**config.mk**
```make
export PLATFORM = sky130hd
export DESIGN_NAME = rc_pulse_width_capture_filter_core
export DESIGN_NICKNAME = d
export VERILOG_FILES = /design/src/rtl/rcpwcf_pkg.sv /design/src/rtl/rcpwcf_capture.sv /design/src/rtl/rcpwcf_smooth_lane.sv /design/src/rtl/rc_pulse_width_capture_filter_core.sv
export SDC_FILE = /design/constraint.sdc
export NUM_CORES = 2
export LEC_CHECK = 0
export BUFFER_PORTS_ARGS = -buffer_cell sky130_fd_sc_hd__buf_2
export CAP_MARGIN = 20
export CORE_AREA = 2 2 474 241
export DETAILED_ROUTE_END_ITERATION = 10
export DIE_AREA = 0 0 476 243
export GPL_ROUTABILITY_DRIVEN = 0
export HOLD_SLACK_MARGIN = 0.05
export PLACE_DENSITY_LB_ADDON = 0.25
export RECOVER_POWER = 50
export SYNTH_ARGS = -nofsm -noshare
export SYNTH_HDL_FRONTEND = slang
export SYNTH_SLANG_ARGS = --single-unit
export TNS_END_PERCENT = 50
```
**constraint.sdc**
```tcl
create_clock -name clk -period 15.5 [get_ports clk]
set_clock_uncertainty 0.15 [all_clocks]
set_input_delay 1.55 -clock clk [delete_from_list [all_inputs] [get_ports clk]]
set_output_delay 1.55 -clock clk [all_outputs]
set_load 0.02 [all_outputs]
```
**src/rtl/rcpwcf_pkg.sv**
```systemverilog
package rcpwcf_pkg;

    // Channel count and field widths
    localparam int NUM_CH    = 6;
    localparam int CH_W      = 3;
    localparam int CAP_W     = 16;
    localparam int VAL_W     = 12;
    localparam int CFG_W     = 16;
    localparam int CFG_IDX_W = 2;
    localparam int SMOOTH_W  = 9;

    // Clamp limits of the smoothed value
    localparam logic [VAL_W-1:0] VAL_MIN = 12'd500;
    localparam logic [VAL_W-1:0] VAL_MAX = 12'd2500;

    // Unity weight in Q1.8
    localparam logic [SMOOTH_W-1:0] Q_ONE = 9'd256;

    // Highest channel that uses the group A period
    localparam logic [CH_W-1:0] GROUP_A_LAST = 3'd3;

    // Reset values of the configuration registers
    localparam logic [CAP_W-1:0]    PERIOD_RESET    = 16'hFFFF;
    localparam logic [SMOOTH_W-1:0] SMOOTHING_RESET = 9'd128;

    // Configuration register indexes
    typedef enum logic [CFG_IDX_W-1:0] {
        CFG_PERIOD_A  = 2'd0,
        CFG_PERIOD_B  = 2'd1,
        CFG_SMOOTHING = 2'd2
    } cfg_idx_t;

    // One capture event
    typedef struct packed {
        logic [CH_W-1:0]  channel;
        logic [CAP_W-1:0] capture_value;
        logic             pin_high;
    } cap_item_t;

    // Pulse widths and smoothed values of all channels
    typedef logic [NUM_CH-1:0][CAP_W-1:0] width_vec_t;
    typedef logic [NUM_CH-1:0][VAL_W-1:0] value_vec_t;

endpackage

```
**src/rtl/rcpwcf_capture.sv**
```systemverilog
module rcpwcf_capture #(
    parameter int COUNTER_BITS = 16
) (
    input  logic                            clk,
    input  logic                            rst_n,
    input  logic                            advance,
    input  rcpwcf_pkg::cap_item_t           item,
    input  logic [rcpwcf_pkg::CAP_W-1:0]    period_a,
    input  logic [rcpwcf_pkg::CAP_W-1:0]    period_b,
    output logic                            done,
    output rcpwcf_pkg::width_vec_t          pulse_width
);
    import rcpwcf_pkg::*;

    localparam int MB = (COUNTER_BITS < CAP_W) ? COUNTER_BITS : CAP_W;
    localparam logic [CAP_W-1:0] WMASK = CAP_W'((17'd1 << MB) - 17'd1);
    localparam bit WIDE = (COUNTER_BITS > CAP_W);

    logic [CAP_W-1:0] rise_count_reg [NUM_CH];
    logic [NUM_CH-1:0] await_rise_reg;
    width_vec_t       pulse_width_reg;

    logic [CAP_W-1:0] rise_sel;
    logic             await_sel;
    logic             ch_ok;
    logic [CAP_W-1:0] period_m;
    logic [CAP_W-1:0] fall_m;
    logic [CAP_W-1:0] rise_m;
    logic [CAP_W+1:0] wrap_sum;
    logic [CAP_W-1:0] width_new;

    // Select the state of the addressed channel
    always_comb
    begin
        rise_sel  = '0;
        await_sel = 1'b0;
        for (int i = 0; i < NUM_CH; i++)
        begin
            if (item.channel == CH_W'(i))
            begin
                rise_sel  = rise_count_reg[i];
                await_sel = await_rise_reg[i];
            end
        end
    end

    assign ch_ok = (item.channel < CH_W'(NUM_CH));

    // Pulse width, wrapping at the timer period
    always_comb
    begin
        period_m = ((item.channel <= GROUP_A_LAST) ? period_a : period_b) & WMASK;
        fall_m   = item.capture_value & WMASK;
        rise_m   = rise_sel & WMASK;
        wrap_sum = (CAP_W+2)'(period_m) - (CAP_W+2)'(rise_m) + (CAP_W+2)'(fall_m)
                   + (CAP_W+2)'(1);
        if (fall_m >= rise_m)
            width_new = fall_m - rise_m;
        else if (WIDE)
            width_new = wrap_sum[CAP_W+1] ? '1 : wrap_sum[CAP_W-1:0];
        else
            width_new = wrap_sum[CAP_W-1:0] & WMASK;
    end

    assign done = ch_ok && !await_sel;

    // Update the addressed channel
    always_ff @(posedge clk or negedge rst_n)
    begin
        if (!rst_n)
        begin
            for (int i = 0; i < NUM_CH; i++)
                rise_count_reg[i] <= '0;
            await_rise_reg  <= '1;
            pulse_width_reg <= '0;
        end
        else if (advance && ch_ok)
        begin
            for (int i = 0; i < NUM_CH; i++)
            begin
                if (item.channel == CH_W'(i))
                begin
                    if (await_rise_reg[i])
                    begin
                        rise_count_reg[i] <= item.capture_value & WMASK;
                        if (item.pin_high)
                            await_rise_reg[i] <= 1'b0;
                    end
                    else
                    begin
                        pulse_width_reg[i] <= width_new;
                        await_rise_reg[i]  <= 1'b1;
                    end
                end
            end
        end
    end

    assign pulse_width = pulse_width_reg;

endmodule

```
**src/rtl/rcpwcf_smooth_lane.sv**
```systemverilog
module rcpwcf_smooth_lane (
    input  logic                               clk,
    input  logic                               rst_n,
    input  logic                               update,
    input  logic [rcpwcf_pkg::SMOOTH_W-1:0]    weight,
    input  logic [rcpwcf_pkg::CAP_W-1:0]       width,
    output logic [rcpwcf_pkg::VAL_W-1:0]       value
);
    import rcpwcf_pkg::*;

    localparam int ACC_W = 26;

    logic [VAL_W-1:0]    value_reg;
    logic [VAL_W-1:0]    value_next;
    logic [SMOOTH_W-1:0] inv_weight;
    logic [ACC_W-1:0]    acc;
    logic [ACC_W-9:0]    scaled;

    // Blend old value and new width, then clamp
    always_comb
    begin
        inv_weight = Q_ONE - weight;
        acc        = ACC_W'(value_reg) * ACC_W'(weight) + ACC_W'(width) * ACC_W'(inv_weight);
        scaled     = acc[ACC_W-1:8];
        if (scaled < (ACC_W-8)'(VAL_MIN))
            value_next = VAL_MIN;
        else if (scaled > (ACC_W-8)'(VAL_MAX))
            value_next = VAL_MAX;
        else
            value_next = scaled[VAL_W-1:0];
    end

    always_ff @(posedge clk or negedge rst_n)
    begin
        if (!rst_n)
            value_reg <= '0;
        else if (update)
            value_reg <= value_next;
    end

    assign value = value_reg;

endmodule

```
**src/rtl/rc_pulse_width_capture_filter_core.sv**
```systemverilog
// Channel | Dir | Payload
// s_*     | in  | tdata: capture_value, pin_high; tuser: channel
// m_*     | out | tdata: value_0..value_5; tuser: pulse_done
// cfg_*   | in  | write enable, register index, data
//
// One transaction per cycle sustained while m_tready is high; a result passes the input
// register, the capture update and the smoothing/output register in turn.
// The capture state update and the six smoothing multipliers are each registered.
// rst_n is asynchronous; it clears all channel state and restores the register defaults.
// A stalled m_tready holds the result and back-pressures s_tready through the stages.
module rc_pulse_width_capture_filter_core #(
    parameter int COUNTER_BITS = 16
) (
    input  logic                                 clk,
    input  logic                                 rst_n,
    input  logic                                 s_tvalid,
    output logic                                 s_tready,
    input  logic [23:0]                          s_tdata,   // capture_value, pin_high
    input  logic [2:0]                           s_tuser,   // channel
    output logic                                 m_tvalid,
    input  logic                                 m_tready,
    output logic [71:0]                          m_tdata,   // value_0 .. value_5
    output logic [0:0]                           m_tuser,   // pulse_done
    input  logic                                 cfg_we,
    input  logic [rcpwcf_pkg::CFG_IDX_W-1:0]     cfg_index,
    input  logic [rcpwcf_pkg::CFG_W-1:0]         cfg_data
);
    import rcpwcf_pkg::*;

    logic [CAP_W-1:0]    period_a_reg;
    logic [CAP_W-1:0]    period_b_reg;
    logic [SMOOTH_W-1:0] smoothing_reg;

    cap_item_t item_reg;
    logic      s1_valid_reg;
    logic      s2_valid_reg;
    logic      s2_done_reg;
    logic      out_valid_reg;
    logic      out_done_reg;

    logic       out_free;
    logic       s2_adv;
    logic       s2_free;
    logic       s1_adv;
    logic       cap_done;
    width_vec_t pulse_width;
    value_vec_t smoothed;
    logic [SMOOTH_W-1:0] weight;

    // Configuration writes
    always_ff @(posedge clk or negedge rst_n)
    begin
        if (!rst_n)
        begin
            period_a_reg  <= PERIOD_RESET;
            period_b_reg  <= PERIOD_RESET;
            smoothing_reg <= SMOOTHING_RESET;
        end
        else if (cfg_we)
        begin
            unique case (cfg_idx_t'(cfg_index))
                CFG_PERIOD_A:  period_a_reg  <= cfg_data;
                CFG_PERIOD_B:  period_b_reg  <= cfg_data;
                CFG_SMOOTHING: smoothing_reg <= cfg_data[SMOOTH_W-1:0];
                default: ;
            endcase
        end
    end

    // Stage flow control
    assign out_free = !out_valid_reg || m_tready;
    assign s2_adv   = s2_valid_reg && out_free;
    assign s2_free  = !s2_valid_reg || s2_adv;
    assign s1_adv   = s1_valid_reg && s2_free;
    assign s_tready = !s1_valid_reg || s1_adv;

    // Input register
    always_ff @(posedge clk)
    begin
        if (s_tvalid && s_tready)
        begin
            item_reg.channel       <= s_tuser;
            item_reg.capture_value <= s_tdata[15:0];
            item_reg.pin_high      <= s_tdata[16];
        end
    end

    // Valid and done flags along the stages
    always_ff @(posedge clk or negedge rst_n)
    begin
        if (!rst_n)
        begin
            s1_valid_reg  <= 1'b0;
            s2_valid_reg  <= 1'b0;
            s2_done_reg   <= 1'b0;
            out_valid_reg <= 1'b0;
            out_done_reg  <= 1'b0;
        end
        else
        begin
            if (s_tready)
                s1_valid_reg <= s_tvalid;
            if (s2_free)
            begin
                s2_valid_reg <= s1_valid_reg;
                s2_done_reg  <= cap_done;
            end
            if (out_free)
            begin
                out_valid_reg <= s2_valid_reg;
                out_done_reg  <= s2_done_reg;
            end
        end
    end

    rcpwcf_capture #(
        .COUNTER_BITS (COUNTER_BITS)
    ) u_capture (
        .clk         (clk),
        .rst_n       (rst_n),
        .advance     (s1_adv),
        .item        (item_reg),
        .period_a    (period_a_reg),
        .period_b    (period_b_reg),
        .done        (cap_done),
        .pulse_width (pulse_width)
    );

    // Saturate the weight at unity
    assign weight = (smoothing_reg > Q_ONE) ? Q_ONE : smoothing_reg;

    for (genvar g = 0; g < NUM_CH; g++)
    begin : g_lane
        rcpwcf_smooth_lane u_lane (
            .clk    (clk),
            .rst_n  (rst_n),
            .update (s2_adv),
            .weight (weight),
            .width  (pulse_width[g]),
            .value  (smoothed[g])
        );
    end

    assign m_tvalid = out_valid_reg;
    assign m_tdata  = smoothed;
    assign m_tuser  = out_done_reg;

`ifndef SYNTHESIS
    // A held stage two must block stage one
    a_no_overrun: assert property (@(posedge clk) disable iff (!rst_n)
        (s2_valid_reg && !s2_adv) |-> !s1_adv)
        else $error("stage one advanced into a held stage two");

    // Offered results of channels 0 and 5 lie within the clamp range
    a_clamp_range: assert property (@(posedge clk) disable iff (!rst_n)
        m_tvalid |-> (smoothed[0] >= VAL_MIN && smoothed[0] <= VAL_MAX &&
                      smoothed[5] >= VAL_MIN && smoothed[5] <= VAL_MAX))
        else $error("smoothed value outside clamp range");

    // An out of range channel leaves all pulse widths alone
    a_bad_channel: assert property (@(posedge clk) disable iff (!rst_n)
        (s1_adv && item_reg.channel >= CH_W'(NUM_CH)) |=> $stable(pulse_width))
        else $error("invalid channel changed a pulse width");

    // A completed pulse reaches stage two with its done flag
    a_done_flow: assert property (@(posedge clk) disable iff (!rst_n)
        (s1_adv && cap_done) |=> (s2_valid_reg && s2_done_reg))
        else $error("done flag lost between stages");
`endif

endmodule
```
; ---- Word level (Yosys, flattened, before mapping)
; Index checks and enable logic that the tools add are counted.
[word_totals]
word_cells = 156
ff_bits = 336
in_bits = 50
out_inout_bits = 75
[op_classes]
eq_ne = 7
muxes = 34
n_lt_le_gt_ge = 16
multipliers = 12
n_reduce_logical = 35
addsub = 11
bitwise = 6
[ops]
columns = cell, n
row1 = adder 21 x 25 -> 26 bit, 6
row2 = multiplier 16 x 9 -> 25 bit, 6
row3 = two-way mux 12 bit, 12
row4 = two-way mux 16 bit, 8
row5 = multiplier 12 x 9 -> 21 bit, 6
row6 = "> comparator 18 x 12 -> 1 bit, second input constant", 6
row7 = "less-than comparator 18 x 9 -> 1 bit, second input constant", 6
row8 = AND reduction 3 bit, 12
row9 = subtractor 16 bit, 2
row10 = AND reduction 2 bit, 9
row11 = "adder 16 x 1 -> 16 bit, second input constant", 1
row12 = adder 16 bit, 1
row13 = >= comparator 16 bit, 1
row14 = two-way mux 1 bit, 13
row15 = "> comparator 9 bit, second input constant", 1
row16 = two-way mux 9 bit, 1
row17 = "subtractor 9 bit, first input constant", 1
row18 = "equality test 3 x 2 -> 1 bit, second input constant", 2
row19 = "equality test 3 bit, second input constant", 2
row20 = NOT 1 bit, 6
row21 = logical AND 1 bit, 5
row22 = zero test 1 bit, 4
row23 = "equality test 3 x 1 -> 1 bit, second input constant", 1
row24 = "<= comparator 3 x 2 -> 1 bit, second input constant", 1
row25 = 6 further kinds, 8

; ---- Depth between registers and ports, before layout
[logic_depth]
word_depth = 11
mapped_depth = 33
mapped_depth_nobuf = 29

; ---- Cells and area by module
; From an unflattened synthesis, not the netlist that was laid out.
[hier_totals]
cells_unflattened = 7456
area_unflattened_um2 = 67283.3
[modules_own_cells]
columns = module, instances, area_each_um2, seq_area_each_um2, cells_per_inst
row1 = rcpwcf_smooth_lane at g_lane[2].u_lane ..., 2, 9026.2, 300.3, 1071
row2 = rcpwcf_capture, 1, 10301.1, 4962.3, 922
row3 = rcpwcf_smooth_lane at g_lane[5].u_lane, 1, 9203.8, 300.3, 1085
row4 = rcpwcf_smooth_lane at g_lane[4].u_lane, 1, 9122.5, 300.3, 1054
row5 = rcpwcf_smooth_lane at g_lane[0].u_lane, 1, 9081.2, 300.3, 1057
row6 = rcpwcf_smooth_lane at g_lane[1].u_lane, 1, 9071.2, 300.3, 1064
row7 = rc_pulse_width_capture_filter_core, 1, 2451.1, 1793.0, 132

; ---- Least setup slack after synthesis
; Ideal clock, no wire load.
[synth_timing]
path_type = reg-to-reg
from = register smoothing_reg[8]
to = register g_lane[4].u_lane.value_reg[7]
t_arrival_ps = 7589
period_less_slack_ps = 7861
t_required_ps = 15229
slack_ps = 7639
path_buffers = 4
setup_time_ps = 121
path_stages_with_launch = 34
cell_sequence = dfrtp_1 -> clkbuf_1 -> nor2b_1 -> inv_1 -> ha_1 -> nand3_1 -> nor2_1 -> xnor2_1 -> clkbuf_1 -> clkbuf_1 -> nand2_1 -> fa_1 -> inv_1 -> fa_1 -> inv_1 -> fa_1 -> inv_1 -> fa_1 -> fa_1 -> inv_1 -> fa_1 -> inv_1 -> ha_1 -> buf_2 -> a211oi_1 -> o21ai_0 -> a211o_1 -> o21ai_0 -> o21ai_0 -> a221oi_1 -> mux2i_1 -> nor4_1 -> o2111ai_2 -> o22a_1
[synth_via]
elab_chain_cells = 8
word_cells_on_any_way = 10
cone_classes = 2 x add/sub / 2 x mul / 3 x order compare / 3 x mux
[synth_lines]
columns = element, line_no
row1 = "start, declared", rc_pulse_width_capture_filter_core.sv:32  ; logic [SMOOTH_W-1:0] smoothing_reg;
row2 = "start signal, assigned", rc_pulse_width_capture_filter_core.sv:64  ; CFG_SMOOTHING: smoothing_reg <= cfg_data[SMOOTH_W-1:0];
row3 = > comparator 9 bit, rc_pulse_width_capture_filter_core.sv:130  ; assign weight = (smoothing_reg > Q_ONE) ? Q_ONE : smoothing_reg;
row4 = two-way mux 9 bit *, rc_pulse_width_capture_filter_core.sv:130
row5 = subtractor 9 bit, rcpwcf_smooth_lane.sv:22  ; inv_weight = Q_ONE - weight;
row6 = multiplier 16 x 9 -> 25 bit, rcpwcf_smooth_lane.sv:23  ; acc = ACC_W'(value_reg) * ACC_W'(weight) + ACC_W'(width) * ACC_W'(inv_weight);
row7 = adder 21 x 25 -> 26 bit *, rcpwcf_smooth_lane.sv:23
row8 = > comparator 18 x 12 -> 1 bit, rcpwcf_smooth_lane.sv:27  ; else if (scaled > (ACC_W-8)'(VAL_MAX))
row9 = two-way mux 12 bit, rcpwcf_smooth_lane.sv:27
row10 = two-way mux 12 bit *, rcpwcf_smooth_lane.sv:25  ; if (scaled < (ACC_W-8)'(VAL_MIN))
row11 = "end signal, assigned", rcpwcf_smooth_lane.sv:38  ; value_reg <= value_next;
row12 = "end, declared", rcpwcf_smooth_lane.sv:13  ; logic [VAL_W-1:0] value_reg;
; Every way passes the cells marked *; elsewhere a longest branch is shown, timed or not.
; A chain may end at the register's enable or synchronous reset.

; ---- Final worst setup path
[layout_timing]
from = register smoothing_reg[8]
to = register g_lane[5].u_lane.value_reg[8]
[layout_via]
elab_chain_cells = 8
word_cells_on_any_way = 10
cone_classes = 2 x add/sub / 2 x mul / 3 x order compare / 3 x mux
[layout_lines]
columns = element, line_no
row1 = > comparator 9 bit, rc_pulse_width_capture_filter_core.sv:130
row2 = two-way mux 9 bit *, rc_pulse_width_capture_filter_core.sv:130
row3 = subtractor 9 bit, rcpwcf_smooth_lane.sv:22
row4 = multiplier 16 x 9 -> 25 bit, rcpwcf_smooth_lane.sv:23
row5 = adder 21 x 25 -> 26 bit *, rcpwcf_smooth_lane.sv:23
row6 = > comparator 18 x 12 -> 1 bit, rcpwcf_smooth_lane.sv:27
row7 = two-way mux 12 bit, rcpwcf_smooth_lane.sv:27
row8 = two-way mux 12 bit *, rcpwcf_smooth_lane.sv:25
row9 = "end signal, assigned", rcpwcf_smooth_lane.sv:38
row10 = "end, declared", rcpwcf_smooth_lane.sv:13
; Marks and branches as above.

==> results.py <==
metrics = {
    "outcome": {
        "status": "finished, violations left",
        "violations": "max-capacitance violations, max-slew violations",
    },
    "synthesis": {
        "synth-edff-count": 20,
        "synthArstFlopShare": 0.940,
        "ys_ff_latch": 336,
        "synthesis.nets": 9175,
        "synth_top_area_frac": 0.378,
        "syn_inst": 7355,
        "ys_warn_count": 0,
        "netlist_area_sq_um": 65400,
        "avgSynthCellArea_sq_um": 8.89,
        "ys_types": 102,
        "ys.flop_type": "dfrtp_1",
        "synth_top_area_cell": "fa_1",
        "ys_seq_area_frac": 0.131,
        "ys_top_cells_by_area": "fa_1 (38%), dfrtp_1 (11%), ha_1 (10%), inv_1 (9.6%), nand2_1 (7.5%)",
    },
    "sta": {
        "maxSlewHeadroom": -3.16,
        "slew_violations": 184,
        "rsz0062_at_grt": "false",
        "final.setup.tns_ns": 0,
        "setup_viol": 0,
        "max_freq_mhz": 90.9,
        "final-hold-violation-count": 0,
        "min_period_ns": 11.01,
        "post-route-period-util": 0.710,
        "tightest_slew_ns": 6.24,
        "final.setup.worst_slack_ns": 4.49,
    },
    "floorplan": {
        "core_area_sq_um": 112000,
        "io_pins": 125,
        "dieArea_sq_um": 116000,
        "die_width_microns": 476,
        "rows": 87,
        "die_y_microns": 243,
        "start_util": 0.586,
    },
    "worst_setup_path": {
        "endpoint_kind": "flip-flop",
        "cp-start-kind": "flip-flop",
        "critPathKind": "flip-flop to flip-flop",
        "required_ns": 15.82,
        "cp_slowest_cell": "buf_4",
        "r2r_setup_slack_ns": 4.49,
        "slowest_delay_ns": 0.76,
        "worstPathMaxFanout": 70,
        "ff2ff_path_depth": 28,
        "r2r_start": "smoothing_reg[8]",
        "crit_start": "smoothing_reg[8]",
        "r2r_end": "g_lane[5].u_lane.value[8]",
        "path_common_cell": "fa_1",
        "cp.arrival_ns": 11.32,
    },
    "clock_tree": {
        "cts_resized": 0,
        "cts_max_path_buffers": 3,
        "cts_tree": "yes",
        "numCtsBuffers": 38,
        "cts.root.buffer_cell": "clkbuf_16",
        "cts_sinks": 336,
        "htree_levels": 2,
        "path_clk_slew_ns": 0.06,
        "ctsHoldBuffers": 0,
        "clk_latency_ns": 0.60,
        "cts_setup_buffers": 0,
    },
    "routing": {
        "via_per_inst": 5.64,
        "drc": 0,
        "dr_total_vias": 49100,
        "wl_per_cell_microns": 20.0,
        "wirelength_microns": 174000,
        "final_antenna_net_count": 0,
        "first_pass_iters": 6,
        "first_iter_violations": 4789,
    },
    "min_path": {
        "holdPathStages": 2,
        "min-delay-start": "m_tuser",
        "hp-class": "flip-flop to flip-flop",
        "min_to": "m_tuser",
    },
    "global_route": {
        "grt_max_degree": 165,
        "antenna_found_initial": 5,
        "grt_first_pass_wirelength_microns": 283000,
        "grt_pass1_vias": 50700,
        "grt_overflow_total": 0,
        "grt_usage": 0.313,
    },
    "placement": {
        "dpl.hpwl_microns": 135000,
        "post-place-ws_ns": 4.98,
        "io_buffers": 117,
    },
    "layout": {
        "layout.nets": 8982,
        "area.growth.synth_to_final_pct": 4.19,
        "drive_above_1_share": 0.0584,
        "post-route-util": 0.611,
    },
    "flow_run": {
        "maxCapViolations": 3,
    },
}
[synth_stat cells (51+ instances only)]
cell type  instances
xnor2_1           75
dfrtp_1          277
mux2_2            67
a21oi_1          131
a21o_1            59
clkbuf_1         225
buf_1            180
and2_1           535
nor2_1           109
mux2i_1           51
xor2_1            52
inv_1           1674
nand2_1         1302
fa_1            1234
ha_1             536
o21ai_0          248
[per-stage QoR]
step           instance area, sq um  instances  hold WS, ns
3_3_place_gp                  66900       8632        0.303
6_report                      68100       8709        0.319
3_5_place_dp                  66900       8632        0.313
4_1_cts                       68100       8699        0.327
5_1_grt                       68100       8702        0.344
2_1_floorplan                 65400       7355        0.295
[placed cells by master, fill, tap and decap left out, types with 13 or more instances in the layout]
master / Yosys / final
xnor2_1: 75 / 70
nor2_1: 109 / 109
a211oi_1: 23 / 23
nand2_1: 1302 / 1301
a22o_1: 21 / 21
clkbuf_16: 0 / 38
dfstp_2: 39 / 39
nor3_1: 39 / 39
fa_1: 1234 / 1234
and2_1: 535 / 533
nand3_1: 38 / 38
o21ai_1: 12 / 13
a21o_1: 59 / 59
o22a_1: 18 / 18
and3_1: 21 / 21
a31oi_1: 13 / 13
inv_1: 1674 / 1674
buf_4: 0 / 57
nor4_1: 13 / 13
dfrtp_1: 277 / 276
o21a_1: 23 / 23
clkbuf_1: 225 / 17
nand2b_1: 20 / 20
mux2_2: 67 / 67
xor2_1: 52 / 51
buf_2: 5 / 113
o21ai_0: 248 / 247
nand4_1: 30 / 30
a21oi_1: 131 / 131
edfxtp_1: 20 / 20
ha_1: 536 / 535
mux2i_1: 51 / 49
[metal layers]
layer / global-route usage / part of all wire
met5: 0 / 0.000052
met4: 0.0547 / 0.018
met3: 0.101 / 0.14
met2: 0.420 / 0.39
met1: 0.495 / 0.45
[area by class of cell]
type / count / area [sq um]
fill: 9564 / 43400
timing repair buffer: 182 / 1060
tap: 1513 / 1890
clock inverter: 22 / 230
sequential: 336 / 8560
inverter: 1675 / 6290
clock buffer: 45 / 977
antenna: 7 / 17.5
multi-input combinational: 4929 / 49100
[critical path: cells and delay by family, from the launching register on]
family | cells | cell delay [ns]
adder cells (fa/ha/maj) | 7 | 3.37
buffers and inverters | 7 | 2.64
AND/OR/NAND/NOR | 8 | 2.42
AO/OA/AOI/OAI | 5 | 1.35
flip-flops | 1 | 0.63
XOR/XNOR | 1 | 0.19
[cell families after synthesis]
| group | after synthesis | synth area share |
|---|---|---|
| AND/OR/NAND/NOR | 2185 | 0.155 |
| XOR/XNOR | 127 | 0.0170 |
| AO/OA/AOI/OAI | 720 | 0.0740 |
| multiplexers | 127 | 0.0224 |
| adder cells (fa/ha/maj) | 1770 | 0.480 |
| flip-flops | 336 | 0.131 |
| buffers and inverters | 2090 | 0.120 |
[worst max path at each step]
stage / endpoint / slack (ns)
detailed placement: g_lane[5].u_lane.value[8] / 4.98
floorplan: g_lane[4].u_lane.value[7] / 7.64
global placement: g_lane[5].u_lane.value[6] / 5.13
global route: g_lane[5].u_lane.value[8] / 4.20
finish: g_lane[5].u_lane.value[8] / 4.49
CTS: g_lane[5].u_lane.value[8] / 4.87
Power is not shown: default switching activity piles up to over one toggle a cycle in this logic, so the estimate is an artifact.
